## src/hdl/sorted_key_set_top_macros.svh

```systemverilog
// ----------------------------------------------------------------------------
// Sorted key set assertion macros
// Shared concurrent assertion forms used at the end of the top level.
// ----------------------------------------------------------------------------
`ifndef SORTED_KEY_SET_TOP_MACROS_SVH
`define SORTED_KEY_SET_TOP_MACROS_SVH

// The consequent must hold in the same cycle as the antecedent.
`define SKSET_ASSERT_SAME(lbl, clk, rst_n, ante, cons, msg) \
  lbl: assert property (@(posedge clk) disable iff (!rst_n) (ante) |-> (cons)) \
    else $error(msg);

// The consequent must hold in the cycle after the antecedent.
`define SKSET_ASSERT_NEXT(lbl, clk, rst_n, ante, cons, msg) \
  lbl: assert property (@(posedge clk) disable iff (!rst_n) (ante) |=> (cons)) \
    else $error(msg);

`endif

```

## src/hdl/skset_pkg.sv

```systemverilog
// ----------------------------------------------------------------------------
// Sorted key set package
// Beat types, command and status codes, and size constants.
// ----------------------------------------------------------------------------
package skset_pkg;

  // Field widths fixed by the interface.
  localparam int KEY_BITS     = 48;
  localparam int OCC_BITS     = 7;
  localparam int CAPACITY_DEF = 64;

  // Command codes.
  localparam logic [1:0] CMD_INSERT = 2'd0;
  localparam logic [1:0] CMD_REMOVE = 2'd1;
  localparam logic [1:0] CMD_FIND   = 2'd2;

  // Status codes.
  localparam logic [1:0] ST_DONE     = 2'd0;
  localparam logic [1:0] ST_DUP      = 2'd1;
  localparam logic [1:0] ST_NOTFOUND = 2'd2;
  localparam logic [1:0] ST_FULL     = 2'd3;

  // Input beat.
  typedef struct packed {
    logic [1:0]          command;
    logic [KEY_BITS-1:0] key;
  } skset_in_t;

  // Result beat.
  typedef struct packed {
    logic [1:0]          status;
    logic                found;
    logic [OCC_BITS-1:0] occupancy;
  } skset_out_t;

  // Control broadcast from the sequencer to every cell.
  typedef struct packed {
    logic cmp;
    logic ins;
    logic rem;
  } skset_ctrl_t;

endpackage

```

## src/hdl/skset_cell.sv

```systemverilog
// ----------------------------------------------------------------------------
// Sorted key set cell
// Holds one key, compares it with the command key and shifts it to or
// from its neighbors on insert and remove.
// ----------------------------------------------------------------------------
module skset_cell (
  input  logic                          clk,
  input  logic                          rst_n,
  input  skset_pkg::skset_ctrl_t        ctrl,
  input  logic [skset_pkg::KEY_BITS-1:0] cmd_key,
  input  logic                          slot_valid,
  input  logic                          left_lt,
  input  logic [skset_pkg::KEY_BITS-1:0] left_key,
  input  logic [skset_pkg::KEY_BITS-1:0] right_key,
  output logic                          lt,
  output logic                          eq,
  output logic [skset_pkg::KEY_BITS-1:0] key
);

  logic                          lt_r;
  logic                          eq_r;
  logic [skset_pkg::KEY_BITS-1:0] key_r;
  logic [skset_pkg::KEY_BITS-1:0] key_nxt;

  // Compare flags, captured in the compare cycle.
  always_ff @(posedge clk) begin
    if (!rst_n) begin
      lt_r <= 1'b0;
      eq_r <= 1'b0;
    end else if (ctrl.cmp) begin
      lt_r <= slot_valid && (key_r < cmd_key);
      eq_r <= slot_valid && (key_r == cmd_key);
    end
  end

  // Cells below the insert point keep their key; the first cell at or past
  // it takes the new key and the rest take the key from the left. On a
  // remove, every cell at or past the match takes the key from the right.
  always_comb begin
    key_nxt = key_r;
    if (ctrl.ins && !lt_r) begin
      key_nxt = left_lt ? cmd_key : left_key;
    end else if (ctrl.rem && !lt_r) begin
      key_nxt = right_key;
    end
  end

  always_ff @(posedge clk) begin
    key_r <= key_nxt;
  end

  assign lt  = lt_r;
  assign eq  = eq_r;
  assign key = key_r;

endmodule

```

## config.mk

```make
export PLATFORM = sky130hd
export DESIGN_NAME = skset_cell
export DESIGN_NICKNAME = d
export VERILOG_FILES = /design/src/hdl/sorted_key_set_top_macros.svh /design/src/hdl/skset_pkg.sv /design/src/hdl/skset_cell.sv
export SDC_FILE = /design/constraint.sdc
export NUM_CORES = 1
export LEC_CHECK = 0
export ABC_CLOCK_PERIOD_IN_PS = 4300
export BUFFER_PORTS_ARGS = -buffer_cell sky130_fd_sc_hd__buf_4
export CAP_MARGIN = 0
export CORE_MARGIN = 2
export CORE_UTILIZATION = 49
export DETAILED_ROUTE_END_ITERATION = 10
export PLACE_DENSITY = 0.87
export SLEW_MARGIN = 0
export SYNTH_ARGS = -nofsm -noshare
export SYNTH_HDL_FRONTEND = slang
export SYNTH_SLANG_ARGS = --single-unit
export TNS_END_PERCENT = 5
```

## constraint.sdc

```tcl
create_clock -name clk -period 4.3 [get_ports clk]
set_input_delay 0.645 -clock clk [delete_from_list [all_inputs] [get_ports clk]]
set_output_delay 0.645 -clock clk [all_outputs]
set_load 0.03 [all_outputs]
```

==> results of run 1 <==
sequential cells by signal, indices dropped and copies added (netlist names):
register and flops:
eq 1, key 48, lt 1
final timing paths:
path,startpoint,end,slack [ps],cells after the start
worst min-delay path,eq$_SDFFE_PN0P_,eq$_SDFFE_PN0P_,490,2
worst max register to register,lt$_SDFFE_PN0P_,key[6]$_DFFE_PP_,2140,3
worst min register to register,eq$_SDFFE_PN0P_,eq$_SDFFE_PN0P_,490,2
worst max-delay path,lt$_SDFFE_PN0P_,key[6]$_DFFE_PP_,2140,3
cell families (layout without fill, tap and decap cells):
kind of cell / count (synthesis) / in the layout / synth area share, %
simple gates: 92 / 92 / 10.7
buf+inv: 65 / 259 / 6.71
flops: 50 / 50 / 40.1
compound gates: 88 / 88 / 13.1
fa+ha+maj: 48 / 48 / 16.3
mux: 48 / 48 / 13.0
synthesized netlist by cell type (2+ instances only):
| master | count |
|---|---|
| edfxtp_1 | 48 |
| dfxtp_1 | 2 |
| a21oi_1 | 20 |
| o21ai_0 | 55 |
| nor4_1 | 3 |
| a21o_1 | 3 |
| nand3_1 | 4 |
| nand2_1 | 62 |
| nand4_1 | 9 |
| a221o_1 | 2 |
| clkbuf_1 | 13 |
| mux2i_1 | 48 |
| buf_2 | 3 |
| inv_1 | 49 |
| ha_1 | 48 |
| nor2_1 | 8 |
| nand2b_1 | 2 |
routing by layer:
metal | share of wire [%] | vias up
met5 | 0 | -
met4 | 2.0 | 0
met3 | 6.6 | 19
met2 | 52 | 151
met1 | 39 | 1620
li1 | - | 1779
per-stage QoR:
step / util (%) / std cells / setup slack, ps / hold WS (ps) / instance area [sq um]
CTS: 74.2 / 684 / 2160 / 494 / 5390
finish: 74.2 / 684 / 2140 / 490 / 5390
floorplan: - / 391 / 1130 / 600 / 3690
detailed placement: 72.7 / 676 / 1870 / 480 / 5280
global route: 74.2 / 684 / 1970 / 534 / 5390
global placement: 72.7 / 676 / 1880 / 470 / 5280
worst reg2reg max path, delay by kind of cell (launching register included):
kind,cells,cell delay [ps]
AO/OA/AOI/OAI,1,240
buffers and inverters,1,530
flip-flops,1,450
AND/OR/NAND/NOR,1,670
power groups by stage:
stage          Combinational, mW  Sequential (mW)  Clock [mW]
2_1_floorplan              0.215            0.777           0
3_3_place_gp               0.589            0.656           0
3_5_place_dp               0.609            0.661           0
4_1_cts                    0.611            0.650       0.336
5_1_grt                    0.663            0.657       0.357
6_report                   0.607            0.649       0.330
cell type report:
class | instances | area [sq um] | share of cell area [%]
well taps | 99 | 124 | 2.30
clock inverters | 3 | 40.0 | 0.743
clock buffers | 5 | 68.8 | 1.28
repair buffers | 202 | 1520 | 28.2
multi-input cells | 276 | 1970 | 36.6
flip-flops and latches | 50 | 1480 | 27.5
inverters | 49 | 184 | 3.42
==> reports/qor.yml, run 1 <==
status: "finished, final reports clean"
cts_buffer_depth: 2
syn_nets: 590
min_period_ps: 2160
top_usage_layer: "met2"
cts-htree-levels: 2
setup_viol: 0
worst_pin_slew_ps: 810
cp-start-kind: "flip-flop"
holdBufCountCts: 0
nets: 783
use_met1_pct: 27.8
min_period_over_period_pct: 50.1
final_cell_mix: "buf_4, nand2_1, o21ai_0"
p_comb_share_pct: 38.3
postCtsSetupRepairBufs: 0
die_area_sq_um: 8240
syn_area_sq_um: 3690
synth.distinct_cells: 29
crit_required_ps: 4330
synth_top_area_share_pct: 39.1
crit_buf_inv: 1
ys_seq_area_share_pct: 40.1
vdd.ir_drop.worst_mv: 0.156
dr.pass1.iters: 4
p_total_mw: 1.59
cpMaxStageDelayCell: "nand2b_2"
finClkSkew_ps: 5.92
switching_share_pct: 33.6
async_reset_ff_share_pct: 0
finalMaxSlewViolations: 0
yosysWarnings: 0
ys.flop_type: "edfxtp_1"
path_cells: "nand2b_2, buf_4, o21ai_0"
wl_per_cell_um: 15.3
synth_seq_cells: 50
tns_ps: 0
yosys-top-cells-area: "edfxtp_1, ha_1, mux2i_1"
use_met2_pct: 47.2
final_layout_size_suffix_gt1_share_pct: 36.6
cts_sinks: 50
vias: 3569
start_util_pct: 50.9
antenna_cells: 0
finalHoldViolations: 0
ioPinCount: 201
rows: 31
die_x_um: 90.8
switching_power_mw: 0.533
power.internal_mw: 1.05
grt_overflow_total: 0
grt_max_degree: 51
viasPerCell: 5.22
dpl.hpwl_mm: 8.48
synthesis.instances: 391
cap_violations: 0
cp-end-kind: "flip-flop"
drt-total-wl_mm: 10.4
cts_root_buffer: "clkbuf_8"
synth.avg_cell_area_sq_um: 9.44
met3_usage_pct: 5.43
fill_cells: 536
pwr-share-seq_pct: 40.9
critPathTopFamily: "simple AND/OR/NAND/NOR gates"
clk_latency_ps: 300
maxClockFrequency_mhz: 464
drc: 0
clkPwrFrac_pct: 20.8
crit_arrival_ps: 2180
grt_pass1_vias: 3669
core_region_area_sq_um: 7250
grt_pass1_wl_mm: 16.8
p_leak_nw: 2.79
die_h_um: 90.8
path_clk_slew_ps: 90
cts_buffers: 5
post_cts_resized: 0
drt_iter0_drc: 107
place.gp.congestion: 0.859
synth_edf_count: 48
tritoncts: "done"
port-buffer-count: 200
cpPeakStageDelay_ps: 670
crit_type: "flip-flop to flip-flop"
power_density_nw_per_um2: 295
final_common_cell: "buf_4"
areaGrowthSynthToFinish_pct: 45.9
slew_headroom_pct: 46.0
synth_top_area_cell: "edfxtp_1"
cp_max_fo: 50
rsz0062_at_grt: "false"
grt_use_total_pct: 25.1
hold_path.class: "flip-flop to flip-flop"
antenna_found_initial: 0
ant_nets: 0
(Power assumes the default switching activity.)
==> run 2: changes to the inputs <==
--- a/config.mk
+++ b/config.mk
@@ -5,13 +5,13 @@
 export SDC_FILE = /design/constraint.sdc
 export NUM_CORES = 1
 export LEC_CHECK = 0
-export ABC_CLOCK_PERIOD_IN_PS = 4300
+export ABC_CLOCK_PERIOD_IN_PS = 1900
 export BUFFER_PORTS_ARGS = -buffer_cell sky130_fd_sc_hd__buf_4
 export CAP_MARGIN = 0
 export CORE_MARGIN = 2
-export CORE_UTILIZATION = 49
+export CORE_UTILIZATION = 41
 export DETAILED_ROUTE_END_ITERATION = 10
-export PLACE_DENSITY = 0.87
+export PLACE_DENSITY = 0.77
 export SLEW_MARGIN = 0
 export SYNTH_ARGS = -nofsm -noshare
 export SYNTH_HDL_FRONTEND = slang
==> constraint.sdc (replaced) <==
create_clock -name clk -period 1.9 [get_ports clk]
set_input_delay 0.285 -clock clk [delete_from_list [all_inputs] [get_ports clk]]
set_output_delay 0.285 -clock clk [all_outputs]
set_load 0.03 [all_outputs]
==> reports/qor.yml, run 2 (same netlist as run 1, synthesis figures left out) <==
final_common_cell: "buf_4"
finalMaxSlewViolations: 0  # unchanged
largest_register_ffs: 48  # unchanged
rows: 34  # +9.7%
grt_pass1_vias: 3655  # -0.38%
grt_pass1_wl_mm: 16.6  # -1.1%
tritoncts: "done"
violations: "setup timing"
regArea_sq_um: 1480  # unchanged
finalHoldViolations: 0  # unchanged
fill_cells: 718  # +34%
slew_headroom_pct: 75.2  # +29 points
rsz0062_at_grt: "true"
vdd.ir_drop.worst_mv: 0.320  # +110%
port-buffer-count: 200  # unchanged
drt_iter0_drc: 95  # -11%
dpl.hpwl_mm: 8.50  # +0.20%
cap_violations: 0  # unchanged
min_period_ps: 1910  # -241 ps
viasPerCell: 5.09  # -2.5%
place.gp.congestion: 0.858  # -0.15%
start_util_pct: 42.3  # -8.6 points
crit_required_ps: 2140  # -2190 ps
core_region_area_sq_um: 8720  # +20%
drt-total-wl_mm: 10.8  # +3.8%
setup_slack_ps: -14.9  # -2160 ps
crit_type: "flip-flop to flip-flop"
tns_ps: -14.9  # -14.9 ps
final_layout_size_suffix_gt1_share_pct: 40.5  # +3.9 points
grt_use_total_pct: 21.1  # -4.0 points
setup_viol: 1  # +1
power_density_nw_per_um2: 649  # +120%
grt_overflow_total: 0  # unchanged
die_area_sq_um: 9770  # +19%
clk_latency_ps: 290  # about the same
final_cell_mix: "buf_4, nand2_1, o21ai_0"
cp-end-kind: "flip-flop"
ant_nets: 0  # unchanged
cts_sinks: 50  # unchanged
cts_buffers: 5  # unchanged
status: "finished with violations"
antenna_found_initial: 0  # unchanged
finClkSkew_ps: 5.48  # -0.436 ps
die_x_um: 98.9  # +8.9%
antenna_cells: 0  # unchanged
wl_per_cell_um: 15.2  # -0.66%
ioPinCount: 201  # unchanged
dr.pass1.iters: 5  # +1
grt_max_degree: 50  # -2.0%
vias: 3636  # +1.9%
worst_pin_slew_ps: 372  # -438 ps
cts-htree-levels: 2  # unchanged
multi_input_area_sq_um: 2070  # +5.0%
cp_max_fo: 2  # -96%
maxClockFrequency_mhz: 522  # +13%
min_period_over_period_pct: 101  # +51 points
path_clk_slew_ps: 90  # about the same
nets: 805  # +2.8%
hold_path.class: "primary input to flip-flop"
die_h_um: 98.9  # +8.9%
p_leak_nw: 2.91  # +4.4%
areaGrowthSynthToFinish_pct: 54.8
pre_cts_ws_ps: -142  # -2010 ps
drc: 0  # unchanged
cts_root_buffer: "clkbuf_8"
cp-start-kind: "flip-flop"
cts_buffer_depth: 2  # unchanged
crit_arrival_ps: 2150  # -30 ps
run 2: final cells by class:
| type | instances | share of cell area (%) |
|---|---|---|
| clock buffers | 5 | 1.21 |
| clock inverters | 3 | 0.701 |
| inverters | 49 | 3.22 |
| multi-input cells | 276 | 36.2 |
| flip-flops and latches | 50 | 25.9 |
| well taps | 108 | 2.37 |
| repair buffers | 224 | 30.3 |
run 2: worst paths after layout:
path              depth (start not counted)         endpoint  slack, ps        startpoint
hold / removal                            2  lt$_SDFFE_PN0P_        180           ctrl[2]
setup / recovery                          7  lt$_SDFFE_PN0P_        -10  key[9]$_DFFE_PP_
setup reg to reg                          7  lt$_SDFFE_PN0P_        -10  key[9]$_DFFE_PP_
hold reg to reg                           2  eq$_SDFFE_PN0P_        490   eq$_SDFFE_PN0P_
run 2: critical path: stages (launching register included):
cell and delay, ps:
edfxtp_1 400, ha_1 320, nand4_1 140, nor2_1 70, a221o_1 320, a211o_1 230, a221o_1 320, o21ai_2 50
run 2: repair_timing:
action                                  in CTS  in global routing
gates resized for setup                      3                  8
buffers inserted                             2                  8
hold buffers                                 0                  0
endpoints found under the setup margin       2                  2
pin swaps                                    5                 11
run 2: power breakdown:
part | total (mW) | internal (mW) | switching [mW]
logic | 1.49 | 0.700 | 0.795
registers | 1.47 | 1.39 | 0.0843
clock network | 0.743 | 0.388 | 0.354
total | 3.71 | 2.48 | 1.23
run 2: through the flow:
step / cells / total power [mW] / hold slack (ps) / utilization, % / area [sq um]
finish: 715 / 3.71 / 182 / 65.5 / 5710
global route: 715 / 3.93 / 180 / 65.5 / 5710
CTS: 707 / 3.69 / 175 / 63.9 / 5570
detailed placement: 697 / 2.92 / 474 / 62.2 / 5430
global placement: 697 / 2.88 / 465 / 62.2 / 5430
floorplan: 391 / 2.24 / 371 / - / 3700
run 2: metal layers:
layer  up-vias  part of all wire, %  track usage [%]
met5         -                    0                0
met4         0                 0.97             4.95
met3         6                  7.6             5.32
met2       129                   51             38.5
met1      1684                   41             24.8
li1       1817                    -                -
==> run 3: changes to the inputs <==
--- a/config.mk
+++ b/config.mk
@@ -11,6 +11,7 @@
 export CORE_MARGIN = 2
 export CORE_UTILIZATION = 41
 export DETAILED_ROUTE_END_ITERATION = 10
+export MAX_ROUTING_LAYER = met4
 export PLACE_DENSITY = 0.77
 export SLEW_MARGIN = 0
 export SYNTH_ARGS = -nofsm -noshare
==> reports/qor.yml, run 3 (same netlist as run 1, synthesis figures left out) <==
status: "finished with violations"
violations: "setup timing"
cp_max_fo: 2  # unchanged
die_x_um: 98.9  # unchanged
crit_arrival_ps: 2150  # about the same
cpPeakStageDelay_ps: 400  # about the same
ant_nets: 0  # unchanged
power_density_nw_per_um2: 650  # about the same
slew_headroom_pct: 75.1  # about the same
hold_path.class: "primary input to flip-flop"
drt_iter0_drc: 103  # +8.4%
min_period_ps: 1910  # +0.0211 ps
dpl.hpwl_mm: 8.50  # unchanged
finalHoldViolations: 0  # unchanged
areaGrowthSynthToFinish_pct: 54.8  # unchanged
grt_pass1_vias: 3664  # +0.25%
cts_buffers: 5  # unchanged
nets: 805  # unchanged
crit_buf_inv: 0  # unchanged
grt_use_total_pct: 21.7  # +0.62 points
final_cell_mix: "buf_4, nand2_1, o21ai_0"
grt_pass1_wl_mm: 16.6  # -0.25%
place.gp.congestion: 0.872  # +1.6%
cts_sinks: 50  # unchanged
maxClockFrequency_mhz: 522  # about the same
tritoncts: "done"
rsz0062_at_grt: "true"
holdBufCountCts: 0  # unchanged
path_clk_slew_ps: 90  # about the same
wl_per_cell_um: 15.2  # +0.12%
vias: 3641  # +0.14%
cts_buffer_depth: 2  # unchanged
pre_cts_ws_ps: -142  # unchanged
cts-htree-levels: 2  # unchanged
finClkSkew_ps: 5.06  # -0.418 ps
final_layout_size_suffix_gt1_share_pct: 40.5  # unchanged
dr.pass1.iters: 5  # unchanged
min_period_over_period_pct: 101  # about the same
antenna_found_initial: 0  # unchanged
worst_pin_slew_ps: 373  # +0.683 ps
tns_ps: -14.9  # -0.0211 ps
path_cells: "ha_1, nand4_1, nor2_1, a221o_1, a211o_1, a221o_1, o21ai_2"
finalMaxSlewViolations: 0  # unchanged
clk_latency_ps: 290  # about the same
fin_hold_ws_ps: 181  # -0.312 ps
ioPinCount: 201  # unchanged
die_area_sq_um: 9770  # unchanged
core_region_area_sq_um: 8720  # unchanged
cap_violations: 0  # unchanged
largest_register_ffs: 48  # unchanged
p_leak_nw: 2.91  # unchanged
crit_type: "flip-flop to flip-flop"
viasPerCell: 5.09  # +0.14%
drt-total-wl_mm: 10.9  # +0.12%
crit_top_cell: "a221o_1"
setup_slack_ps: -14.9  # -0.0211 ps
start_util_pct: 42.3  # unchanged
final_cell_area_sq_um: 5710  # unchanged
critPathTopFamily: "compound AO/OA/AOI/OAI gates"
placed_area_sq_um: 5430  # unchanged
cts_root_buffer: "clkbuf_8"
antenna_cells: 0  # unchanged
p_total_mw: 3.71  # about the same
vdd.ir_drop.worst_mv: 0.320  # about the same
dp.cells: 697  # unchanged
grt_overflow_total: 0  # unchanged
cp-end-kind: "flip-flop"
cp-start-kind: "flip-flop"
layoutNonFillerInstCount: 715  # unchanged
crit_required_ps: 2140  # about the same
die_h_um: 98.9  # unchanged
rows: 34  # unchanged
grt_max_degree: 50  # unchanged
final_common_cell: "buf_4"
port-buffer-count: 200  # unchanged
setup_viol: 1  # unchanged
cpMaxStageDelayCell: "edfxtp_1"
drc: 0  # unchanged
fin_util_pct: 65.5  # unchanged
run 3: layout make-up:
type / instances / area, sq um
clock buffer: 5 / 68.8
clock inverter: 3 / 40.0
fill: 718 / 3010
inverter: 49 / 184
multi-input combinational: 276 / 2070
sequential: 50 / 1480
tap: 108 / 135
timing repair buffer: 224 / 1730
run 3: power breakdown:
part,leakage [nW],internal (mW),switching [mW]
Sequential,0.508,1.39,0.0842
Clock,0.0579,0.388,0.354
Combinational,2.35,0.700,0.796
Total,2.91,2.48,1.23
run 3: worst register-to-register path, delay by kind of cell, from the launching register on:
kind | cells | cell delay, ps
adder cells (fa/ha/maj) | 1 | 320
flip-flops | 1 | 400
AND/OR/NAND/NOR | 2 | 210
AO/OA/AOI/OAI | 4 | 920
run 3: path summary, 6_finish.rpt:
kind	startpoint	endpoint	slack, ps	depth (start not counted)
max	key[9]$_DFFE_PP_	lt$_SDFFE_PN0P_	-10	7
min	ctrl[2]	lt$_SDFFE_PN0P_	180	2
max reg2reg	key[9]$_DFFE_PP_	lt$_SDFFE_PN0P_	-10	7
min reg2reg	eq$_SDFFE_PN0P_	eq$_SDFFE_PN0P_	490	2
run 3: timing repair:
action	CTS	global route
endpoints found under the hold margin	0	0
pin swaps	5	11
gates resized for setup	3	8
endpoints found under the setup margin	2	2
buffers inserted	2	8
run 3: layer usage:
layer  up-vias  part of all wire, %  GRT usage (%)  wire, um
met4         0                 0.94           4.95       102
met1      1685                   41           25.3      4430
met3         6                  7.2           4.40       785
li1       1817                    -              -         -
met5         -                    0              -         0
met2       133                   51           38.5      5540
